--- src/hdl/bsfe_pkg.sv ---
// Shared types and constants of the byte stuffing frame encoder.
package bsfe_pkg;

  // Second byte of an escape pair for a stuffed flag and a stuffed escape byte.
  localparam logic [7:0] STUFF_FLAG_CODE = 8'h5E;
  localparam logic [7:0] STUFF_ESC_CODE  = 8'h5D;

  // Register file layout: register index as seen at paddr[4:2].
  localparam int unsigned REG_IDX_W = 3;
  localparam logic [REG_IDX_W-1:0] REG_FLAG    = 3'd0;
  localparam logic [REG_IDX_W-1:0] REG_ESCAPE  = 3'd1;
  localparam logic [REG_IDX_W-1:0] REG_ADDRESS = 3'd2;
  localparam logic [REG_IDX_W-1:0] REG_CTRL0   = 3'd3;
  localparam logic [REG_IDX_W-1:0] REG_CTRL1   = 3'd4;
  localparam int unsigned PADDR_W = 5;

  // Reset values of the registers.
  localparam logic [7:0] RST_FLAG    = 8'h7E;
  localparam logic [7:0] RST_ESCAPE  = 8'h7D;
  localparam logic [7:0] RST_ADDRESS = 8'h01;
  localparam logic [7:0] RST_CTRL0   = 8'h00;
  localparam logic [7:0] RST_CTRL1   = 8'h40;

  // Depth of the queue between front and back; must be a power of two.
  localparam int unsigned QUEUE_DEPTH = 2;
  localparam int unsigned QPTR_W      = $clog2(QUEUE_DEPTH);
  localparam int unsigned QCNT_W      = QPTR_W + 1;

  // Current register contents.
  typedef struct packed {
    logic [7:0] flag;
    logic [7:0] escape;
    logic [7:0] address;
    logic [7:0] ctrl0;
    logic [7:0] ctrl1;
  } bsfe_cfg_t;

  // One classified payload byte as handed from front to back.
  typedef struct packed {
    logic [7:0] data;       // raw payload byte
    logic       stuffed;    // byte goes out as an escape pair
    logic [7:0] code;       // second byte of the escape pair
    logic       frame_start;
    logic       frame_end;
    logic [7:0] ctrl;       // control byte of the header
    logic [7:0] check;      // check byte sent when the frame ends here
  } bsfe_entry_t;

endpackage

--- src/hdl/bsfe_front.sv ---
// Front end: accepts payload beats, classifies them and keeps the running check byte.
module bsfe_front (
  input  logic                  clk_i,
  input  logic                  rst_ni,
  input  bsfe_pkg::bsfe_cfg_t   cfg_i,
  input  logic                  s_axis_tvalid,
  output logic                  s_axis_tready,
  input  logic [7:0]            s_axis_tdata,   // [7:0] payload_byte
  input  logic                  s_axis_tlast,   // frame_end
  input  logic [1:0]            s_axis_tuser,   // [0] frame_start, [1] sequence_bit
  input  logic                  full_i,
  output logic                  push_o,
  output bsfe_pkg::bsfe_entry_t entry_o
);
  import bsfe_pkg::*;

  logic [7:0] acc_q, acc_d;
  logic [7:0] acc_base;
  logic [7:0] acc_new;
  logic       is_flag;
  logic       is_esc;

  assign s_axis_tready = !full_i;
  assign push_o        = s_axis_tvalid && !full_i;

  // Classify the byte; the flag test wins when flag and escape are equal.
  always_comb begin
    is_flag  = (s_axis_tdata == cfg_i.flag);
    is_esc   = (s_axis_tdata == cfg_i.escape);
    acc_base = s_axis_tuser[0] ? 8'h00 : acc_q;
    entry_o.data        = s_axis_tdata;
    entry_o.stuffed     = is_flag || is_esc;
    entry_o.code        = is_flag ? STUFF_FLAG_CODE : STUFF_ESC_CODE;
    entry_o.frame_start = s_axis_tuser[0];
    entry_o.frame_end   = s_axis_tlast;
    entry_o.ctrl        = s_axis_tuser[1] ? cfg_i.ctrl1 : cfg_i.ctrl0;
    if (entry_o.stuffed) begin
      acc_new = acc_base ^ cfg_i.escape ^ entry_o.code;
    end else begin
      acc_new = acc_base ^ s_axis_tdata;
    end
    entry_o.check = acc_new;
  end

  // Running check byte; cleared once a frame end has passed.
  always_comb begin
    acc_d = acc_q;
    if (push_o) begin
      acc_d = s_axis_tlast ? 8'h00 : acc_new;
    end
  end

  always_ff @(posedge clk_i or negedge rst_ni) begin
    if (!rst_ni) begin
      acc_q <= 8'h00;
    end else begin
      acc_q <= acc_d;
    end
  end

endmodule

--- src/hdl/bsfe_queue.sv ---
// Short queue of classified beats between front and back.
module bsfe_queue (
  input  logic                  clk_i,
  input  logic                  rst_ni,
  input  logic                  push_i,
  input  bsfe_pkg::bsfe_entry_t entry_i,
  output logic                  full_o,
  input  logic                  pop_i,
  output logic                  head_valid_o,
  output bsfe_pkg::bsfe_entry_t head_o
);
  import bsfe_pkg::*;

  bsfe_entry_t       mem_q [QUEUE_DEPTH];
  logic [QPTR_W-1:0] wr_ptr_q, wr_ptr_d;
  logic [QPTR_W-1:0] rd_ptr_q, rd_ptr_d;
  logic [QCNT_W-1:0] count_q, count_d;

  assign full_o       = (count_q == QCNT_W'(QUEUE_DEPTH));
  assign head_valid_o = (count_q != '0);
  assign head_o       = mem_q[rd_ptr_q];

  // Pointer and fill count; pointers wrap naturally at the power-of-two depth.
  always_comb begin
    wr_ptr_d = wr_ptr_q;
    rd_ptr_d = rd_ptr_q;
    count_d  = count_q;
    if (push_i) begin
      wr_ptr_d = wr_ptr_q + QPTR_W'(1);
    end
    if (pop_i) begin
      rd_ptr_d = rd_ptr_q + QPTR_W'(1);
    end
    unique case ({push_i, pop_i})
      2'b10:   count_d = count_q + QCNT_W'(1);
      2'b01:   count_d = count_q - QCNT_W'(1);
      default: count_d = count_q;
    endcase
  end

  always_ff @(posedge clk_i or negedge rst_ni) begin
    if (!rst_ni) begin
      wr_ptr_q <= '0;
      rd_ptr_q <= '0;
      count_q  <= '0;
    end else begin
      wr_ptr_q <= wr_ptr_d;
      rd_ptr_q <= rd_ptr_d;
      count_q  <= count_d;
    end
  end

  // Entry storage, no reset needed.
  always_ff @(posedge clk_i) begin
    if (push_i) begin
      mem_q[wr_ptr_q] <= entry_i;
    end
  end

`ifndef NO_ASSERTIONS
  a_no_push_when_full: assert property (@(posedge clk_i) disable iff (!rst_ni)
    full_o |-> !push_i) else $error("queue written while full");
  a_no_pop_when_empty: assert property (@(posedge clk_i) disable iff (!rst_ni)
    pop_i |-> head_valid_o) else $error("queue popped while empty");
  a_count_bound: assert property (@(posedge clk_i) disable iff (!rst_ni)
    count_q <= QCNT_W'(QUEUE_DEPTH)) else $error("queue fill count out of range");
`endif

endmodule

--- src/hdl/bsfe_back.sv ---
// Back end: steps through the line bytes of each queued beat into the output register.
module bsfe_back (
  input  logic                  clk_i,
  input  logic                  rst_ni,
  input  bsfe_pkg::bsfe_cfg_t   cfg_i,
  input  logic                  head_valid_i,
  input  bsfe_pkg::bsfe_entry_t head_i,
  output logic                  pop_o,
  output logic                  m_axis_tvalid,
  input  logic                  m_axis_tready,
  output logic [7:0]            m_axis_tdata,   // [7:0] line_byte
  output logic                  m_axis_tlast,   // run_last
  output logic                  m_axis_tuser    // frame_complete
);
  import bsfe_pkg::*;

  typedef enum logic [3:0] {
    ST_BEGIN,
    ST_FLAG,
    ST_ADDR,
    ST_CTRL,
    ST_HCHK,
    ST_DATA0,
    ST_DATA1,
    ST_CHECK,
    ST_CLOSE
  } step_e;

  step_e      step_q;
  step_e      cur;
  step_e      nxt;
  logic       done;
  logic       load;
  logic [7:0] byte_val;
  logic       valid_q;
  logic [7:0] data_q;
  logic       last_q;
  logic       close_q;

  // The output register takes a byte when it is empty or being drained.
  assign load  = head_valid_i && (!valid_q || m_axis_tready);
  assign pop_o = load && done;

  // Current step, its byte and the step after it.
  always_comb begin
    cur = step_q;
    if (step_q == ST_BEGIN) begin
      cur = head_i.frame_start ? ST_FLAG : ST_DATA0;
    end
    done     = 1'b0;
    nxt      = ST_BEGIN;
    byte_val = head_i.data;
    unique case (cur)
      ST_FLAG: begin
        byte_val = cfg_i.flag;
        nxt      = ST_ADDR;
      end
      ST_ADDR: begin
        byte_val = cfg_i.address;
        nxt      = ST_CTRL;
      end
      ST_CTRL: begin
        byte_val = head_i.ctrl;
        nxt      = ST_HCHK;
      end
      ST_HCHK: begin
        byte_val = cfg_i.address ^ head_i.ctrl;
        nxt      = ST_DATA0;
      end
      ST_DATA0: begin
        byte_val = head_i.stuffed ? cfg_i.escape : head_i.data;
        if (head_i.stuffed) begin
          nxt = ST_DATA1;
        end else if (head_i.frame_end) begin
          nxt = ST_CHECK;
        end else begin
          done = 1'b1;
        end
      end
      ST_DATA1: begin
        byte_val = head_i.code;
        if (head_i.frame_end) begin
          nxt = ST_CHECK;
        end else begin
          done = 1'b1;
        end
      end
      ST_CHECK: begin
        byte_val = head_i.check;
        nxt      = ST_CLOSE;
      end
      ST_CLOSE: begin
        byte_val = cfg_i.flag;
        done     = 1'b1;
      end
      default: begin
        byte_val = head_i.data;
        done     = 1'b1;
      end
    endcase
  end

  // Step register and output register.
  always_ff @(posedge clk_i or negedge rst_ni) begin
    if (!rst_ni) begin
      step_q  <= ST_BEGIN;
      valid_q <= 1'b0;
      data_q  <= 8'h00;
      last_q  <= 1'b0;
      close_q <= 1'b0;
    end else begin
      if (load) begin
        step_q  <= nxt;
        valid_q <= 1'b1;
        data_q  <= byte_val;
        last_q  <= done;
        close_q <= (cur == ST_CLOSE);
      end else if (m_axis_tready) begin
        valid_q <= 1'b0;
      end
    end
  end

  assign m_axis_tvalid = valid_q;
  assign m_axis_tdata  = data_q;
  assign m_axis_tlast  = last_q;
  assign m_axis_tuser  = close_q;

`ifndef NO_ASSERTIONS
  a_close_ends_run: assert property (@(posedge clk_i) disable iff (!rst_ni)
    (valid_q && close_q) |-> last_q) else $error("closing flag not last of run");
  a_close_needs_end: assert property (@(posedge clk_i) disable iff (!rst_ni)
    (load && cur == ST_CLOSE) |-> head_i.frame_end) else $error("close without frame end");
  a_begin_after_pop: assert property (@(posedge clk_i) disable iff (!rst_ni)
    pop_o |=> (step_q == ST_BEGIN)) else $error("step not rewound after pop");
`endif

endmodule

--- src/hdl/byte_stuffing_frame_encoder_unit.sv ---
// Top level of the byte stuffing frame encoder with its register file.
//
// Usage: payload bytes of an information frame enter on the s_axis channel, one
// per beat, with frame_start and sequence_bit in tuser and frame_end in tlast.
// Encoded line bytes leave on the m_axis channel, one per beat; tlast marks the
// last line byte caused by an input beat and tuser marks the closing flag.
// A beat with a start mark yields flag, address, control and address XOR control
// ahead of its payload; a flag or escape payload byte goes out as an escape pair;
// a beat with an end mark appends the check byte and a closing flag.
// An accepted beat is written into the queue and then into the output register
// before its first line byte shows. The back end emits one line byte per cycle unless
// the queue is empty or the receiver stalls; a beat yields one line byte for a plain
// byte, two for a stuffed one, four more for a header and two more for a frame end.
// A two-entry queue lets the front take new beats while the back works on earlier ones.
// The APB port holds five 8-bit registers at byte addresses 0x0 to 0x10; write
// them only while the encoder is idle. Reset restores their default values and
// clears the check byte, the queue and the output register.
// When the receiver stalls, the output byte holds, the queue fills and then
// s_axis_tready drops until space frees up.
module byte_stuffing_frame_encoder_unit (
  input  logic                         clk_i,
  input  logic                         rst_ni,
  input  logic                         s_axis_tvalid,
  output logic                         s_axis_tready,
  input  logic [7:0]                   s_axis_tdata,  // [7:0] payload_byte
  input  logic                         s_axis_tlast,  // frame_end
  input  logic [1:0]                   s_axis_tuser,  // [0] frame_start, [1] sequence_bit
  output logic                         m_axis_tvalid,
  input  logic                         m_axis_tready,
  output logic [7:0]                   m_axis_tdata,  // [7:0] line_byte
  output logic                         m_axis_tlast,  // run_last
  output logic                         m_axis_tuser,  // frame_complete
  input  logic                         psel,
  input  logic                         penable,
  input  logic                         pwrite,
  input  logic [bsfe_pkg::PADDR_W-1:0] paddr,
  input  logic [31:0]                  pwdata,
  output logic [31:0]                  prdata,
  output logic                         pready
);
  import bsfe_pkg::*;

  bsfe_cfg_t              cfg_q;
  logic                   cfg_we;
  logic [REG_IDX_W-1:0]   reg_idx;
  logic                   push;
  logic                   full;
  logic                   pop;
  logic                   head_valid;
  bsfe_entry_t            entry;
  bsfe_entry_t            head;

  // Register file: write in the access cycle, no wait states.
  assign pready  = 1'b1;
  assign reg_idx = paddr[PADDR_W-1:2];
  assign cfg_we  = psel && penable && pwrite && pready;

  always_ff @(posedge clk_i or negedge rst_ni) begin
    if (!rst_ni) begin
      cfg_q.flag    <= RST_FLAG;
      cfg_q.escape  <= RST_ESCAPE;
      cfg_q.address <= RST_ADDRESS;
      cfg_q.ctrl0   <= RST_CTRL0;
      cfg_q.ctrl1   <= RST_CTRL1;
    end else if (cfg_we) begin
      unique case (reg_idx)
        REG_FLAG:    cfg_q.flag    <= pwdata[7:0];
        REG_ESCAPE:  cfg_q.escape  <= pwdata[7:0];
        REG_ADDRESS: cfg_q.address <= pwdata[7:0];
        REG_CTRL0:   cfg_q.ctrl0   <= pwdata[7:0];
        REG_CTRL1:   cfg_q.ctrl1   <= pwdata[7:0];
        default:     cfg_q         <= cfg_q;
      endcase
    end
  end

  // Register readback.
  always_comb begin
    unique case (reg_idx)
      REG_FLAG:    prdata = {24'h0, cfg_q.flag};
      REG_ESCAPE:  prdata = {24'h0, cfg_q.escape};
      REG_ADDRESS: prdata = {24'h0, cfg_q.address};
      REG_CTRL0:   prdata = {24'h0, cfg_q.ctrl0};
      REG_CTRL1:   prdata = {24'h0, cfg_q.ctrl1};
      default:     prdata = 32'h0;
    endcase
  end

  bsfe_front u_front (
    .clk_i         (clk_i),
    .rst_ni        (rst_ni),
    .cfg_i         (cfg_q),
    .s_axis_tvalid (s_axis_tvalid),
    .s_axis_tready (s_axis_tready),
    .s_axis_tdata  (s_axis_tdata),
    .s_axis_tlast  (s_axis_tlast),
    .s_axis_tuser  (s_axis_tuser),
    .full_i        (full),
    .push_o        (push),
    .entry_o       (entry)
  );

  bsfe_queue u_queue (
    .clk_i        (clk_i),
    .rst_ni       (rst_ni),
    .push_i       (push),
    .entry_i      (entry),
    .full_o       (full),
    .pop_i        (pop),
    .head_valid_o (head_valid),
    .head_o       (head)
  );

  bsfe_back u_back (
    .clk_i         (clk_i),
    .rst_ni        (rst_ni),
    .cfg_i         (cfg_q),
    .head_valid_i  (head_valid),
    .head_i        (head),
    .pop_o         (pop),
    .m_axis_tvalid (m_axis_tvalid),
    .m_axis_tready (m_axis_tready),
    .m_axis_tdata  (m_axis_tdata),
    .m_axis_tlast  (m_axis_tlast),
    .m_axis_tuser  (m_axis_tuser)
  );

endmodule

--- config.mk ---
export PLATFORM = sky130hd
export DESIGN_NAME = byte_stuffing_frame_encoder_unit
export DESIGN_NICKNAME = d
export VERILOG_FILES = /design/src/hdl/bsfe_pkg.sv /design/src/hdl/bsfe_front.sv /design/src/hdl/bsfe_queue.sv /design/src/hdl/bsfe_back.sv /design/src/hdl/byte_stuffing_frame_encoder_unit.sv
export SDC_FILE = /design/constraint.sdc
export NUM_CORES = 1
export LEC_CHECK = 0
export ABC_AREA = 1
export BUFFER_PORTS_ARGS = -buffer_cell sky130_fd_sc_hd__buf_4
export CAP_MARGIN = 40
export CORE_MARGIN = 5
export CORE_UTILIZATION = 50
export DETAILED_ROUTE_END_ITERATION = 10
export GPL_TIMING_DRIVEN = 1
export HOLD_SLACK_MARGIN = 0.1
export PLACE_DENSITY_LB_ADDON = 0.25
export SETUP_SLACK_MARGIN = 0.2
export SLEW_MARGIN = 5
export SYNTH_ARGS = -nofsm -noshare
export SYNTH_HDL_FRONTEND = slang
export SYNTH_SLANG_ARGS = --single-unit
--- constraint.sdc ---
create_clock -name clk_i -period 7.2 [get_ports clk_i]
set_input_delay 0.36 -clock clk_i [delete_from_list [all_inputs] [get_ports clk_i]]
set_output_delay 0.36 -clock clk_i [all_outputs]
set_load 0.1 [all_outputs]
==> impl_metrics.json <==
{
  "r2r_slack_ns": 4.55,
  "grt_util_met1": 0.3099,
  "critPathMaxFanout": 40,
  "cts_root_buf": "clkbuf_16",
  "rsz0062_at_grt": "no",
  "clock-sinks": 125,
  "max_freq_mhz": 377.5,
  "r2r-end": "u_queue.count_q[1]$_DFFE_PN0P_",
  "netlist_instances": 800,
  "tightest_slew_ns": 0.8832,
  "slew_violations": 0,
  "drive_gt1_frac": 0.1457,
  "cts_tree": "done",
  "drtPass1Iterations": 5,
  "grt_pass1_vias": 5266,
  "rr_startpoint": "u_queue.rd_ptr_q$_DFFE_PN0P_",
  "ctsResizeCount": 0,
  "synth_most_common_cell": "nand2_1",
  "synth-seq-cells": 125,
  "grt.met3_usage": 0.04307,
  "setup_viol": 0,
  "power_density_nw_per_um2": 415.8,
  "fp.dieH_um": 125.4,
  "vias": 5526,
  "ant_nets": 0,
  "drv_cap": 0,
  "gr-max-usage-layer": "met2",
  "grt_max_degree": 68,
  "cp_data_required_time_ns": 7.50,
  "yosysWarnings": 0,
  "critPathKind": "flip-flop to flip-flop",
  "cts_made_buffers": 17,
  "gp_congestion": 0.9126,
  "via_per_inst": 5.308,
  "whs_ns": 0.1271,
  "outcome": "completed",
  "async_flop_share": 0.5360,
  "antenna_cells": 0,
  "synth_cell_type_count": 39,
  "synth.top_cell.area_share": 0.2617,
  "portBuffers": 48,
  "final.min_clock_period_ns": 2.649,
  "avgSynthCellArea_sq_um": 8.320,
  "die_w_um": 125.4,
  "worstSetupStartpoint": "u_queue.rd_ptr_q$_DFFE_PN0P_",
  "arrival_ns": 2.95,
  "ys_seq_area_frac": 0.5162,
  "htree_num_levels": 4,
  "setup.worst_path.start_class": "flip-flop",
  "clk_pin_slew_ns": 0.05,
  "design.core.area_sq_um": 13140,
  "grt_pass1_wl_um": 27390,
  "syn_area_sq_um": 6656,
  "synthTopCellsByCount": "298 x nand2_1, 80 x inv_1, 67 x o21ai_0",
  "drc": 0,
  "synth-main-ff-cell": "edfxtp_1",
  "vdd_drop_max_v": 0.0001961,
  "initialDrtViolationCount": 464,
  "wl_per_cell_um": 16.52,
  "min_path_type": "input port to flip-flop",
  "holdPathEnd": "u_back.m_axis_tvalid$_DFFE_PN0P_",
  "grt_use_met2": 0.3436,
  "yosys-top-cells-area": "edfxtp_1 26%, dfrtp_1 20%, nand2_1 17%",
  "cts.path.max_buffers": 2,
  "routed_wl_um": 17200,
  "antenna_found_initial": 0,
  "total_power_w": 0.003202,
  "initial_core_util": 0.5067,
  "synth_top_area_cell": "edfxtp_1",
  "pin_count": 100,
  "fin_nets": 908,
  "dpl.hpwl_um": 12360,
  "finalHoldViolCount": 0,
  "tns_ns": 0,
  "endpoint_kind": "flip-flop",
  "leakage_nw": 3.616,
  "synth_edf_count": 58,
  "overflow": 0,
  "track_usage": 0.2219,
  "die-area_sq_um": 15720,
  "rows": 42,
  "worstSkewPairLatency_ns": 0.43,
  "finClkSkew_ns": 0.009104,
  "worstHoldPathCells": 2,
  "post-route-period-util": 0.3679,
  "r2r.worst_path.cells": 14,
  "syn_to_final_growth_pct": 15.70,
  "hp-start": "m_axis_tready",
  "relSlewSlack": 0.4112
}
==> placed cells by master (no fill, tap or decap), types with 3 or more instances in the layout <==
master / n
nand2_1: 298
dfrtp_1: 53
and2_1: 3
o21ai_2: 3
a31oi_1: 8
nor2_1: 20
clkbuf_16: 20
nor3_1: 5
nor2_2: 3
a221oi_1: 8
clkbuf_8: 3
o211ai_1: 4
conb_1: 25
clkinv_2: 4
nand4_1: 21
inv_1: 80
xor2_1: 16
o21ai_1: 20
o21ai_0: 67
buf_4: 52
nand2_2: 8
nand3_1: 21
edfxtp_1: 58
xnor2_1: 11
a21oi_1: 13
inv_2: 7
dfstp_2: 14
==> state kept, by name, indices dropped and copies added (netlist names), 2 cells and up <==
signal / count
u_front.acc_q: 8
u_queue.count_q: 2
u_queue.mem_q: 58
u_back.m_axis_tdata: 8
u_back.step_q: 4
cfg_q: 40
==> through the flow <==
stage / area, sq um / worst slack, ns / std cells / util
floorplan: 6743 / 3.975 / 823 / -
global placement: 7072 / 4.564 / 1008 / 0.5383
detailed placement: 7072 / 4.542 / 1008 / 0.5383
CTS: 7701 / 4.522 / 1041 / 0.5862
global route: 7701 / 4.272 / 1041 / 0.5862
finish: 7701 / 4.551 / 1041 / 0.5862
==> layer usage <==
layer	up-vias	share of wire
met2	218	0.45
met3	32	0.067
li1	2669	-
met1	2607	0.46
met5	-	0
met4	0	0.028
==> cells by family (layout without fill, tap and decap cells) <==
logic type | count (synthesis) | count (layout) | share of synthesized area
adders and majority gates | 1 | 1 | 0.001879
buffers and inverters | 131 | 173 | 0.09304
AOI/OAI and AO/OA | 128 | 128 | 0.1094
xor gates and xnor gates | 27 | 27 | 0.03553
other | 2 | 25 | 0.001128
DFF | 125 | 125 | 0.5162
and+or+nand+nor | 386 | 386 | 0.2429
==> final cells by class <==
type	instances	area, sq um
clock buffers	24	545.5
clock inverters	8	73.82
fillers	1177	5436
inverters	88	332.8
multi-input cells	567	2693
flip-flops and latches	125	3436
well taps	176	220.2
repair buffers	53	400.4
==> worst max-delay path by stage <==
| stage | end | cells after the start |
|---|---|---|
| global placement | u_queue.count_q[1]$_DFFE_PN0P_ | 14 |
| detailed placement | u_queue.count_q[1]$_DFFE_PN0P_ | 14 |
| global route | u_queue.count_q[1]$_DFFE_PN0P_ | 14 |
| floorplan | prdata[6] | 4 |
| finish | u_queue.count_q[1]$_DFFE_PN0P_ | 14 |
| CTS | u_queue.count_q[1]$_DFFE_PN0P_ | 14 |
==> critical path: stages (launching register included) <==
cell,delay (ns)
dfrtp_1,0.32
buf_4,0.37
inv_2,0.32
or2_1,0.31
o21ai_2,0.10
inv_2,0.08
nor2_1,0.08
nand4_1,0.08
nand3_1,0.11
nand2_1,0.09
inv_1,0.07
ha_1,0.24
a21oi_1,0.12
o21ai_0,0.11
xnor2_1,0.13
==> repair_timing <==
action | CTS | global route
hold endpoints to repair | 53 | 0
buffers inserted | 0 | 0
hold buffers | 1 | 0
==> power breakdown <==
part	total, W	internal, W	switching (W)
Combinational	0.00123	0.000322	0.000912
Sequential	0.00109	0.000968	0.000126
Clock	0.000874	0.000562	0.000312
Total	0.00320	0.00185	0.00135
(Power assumes the default switching activity.)
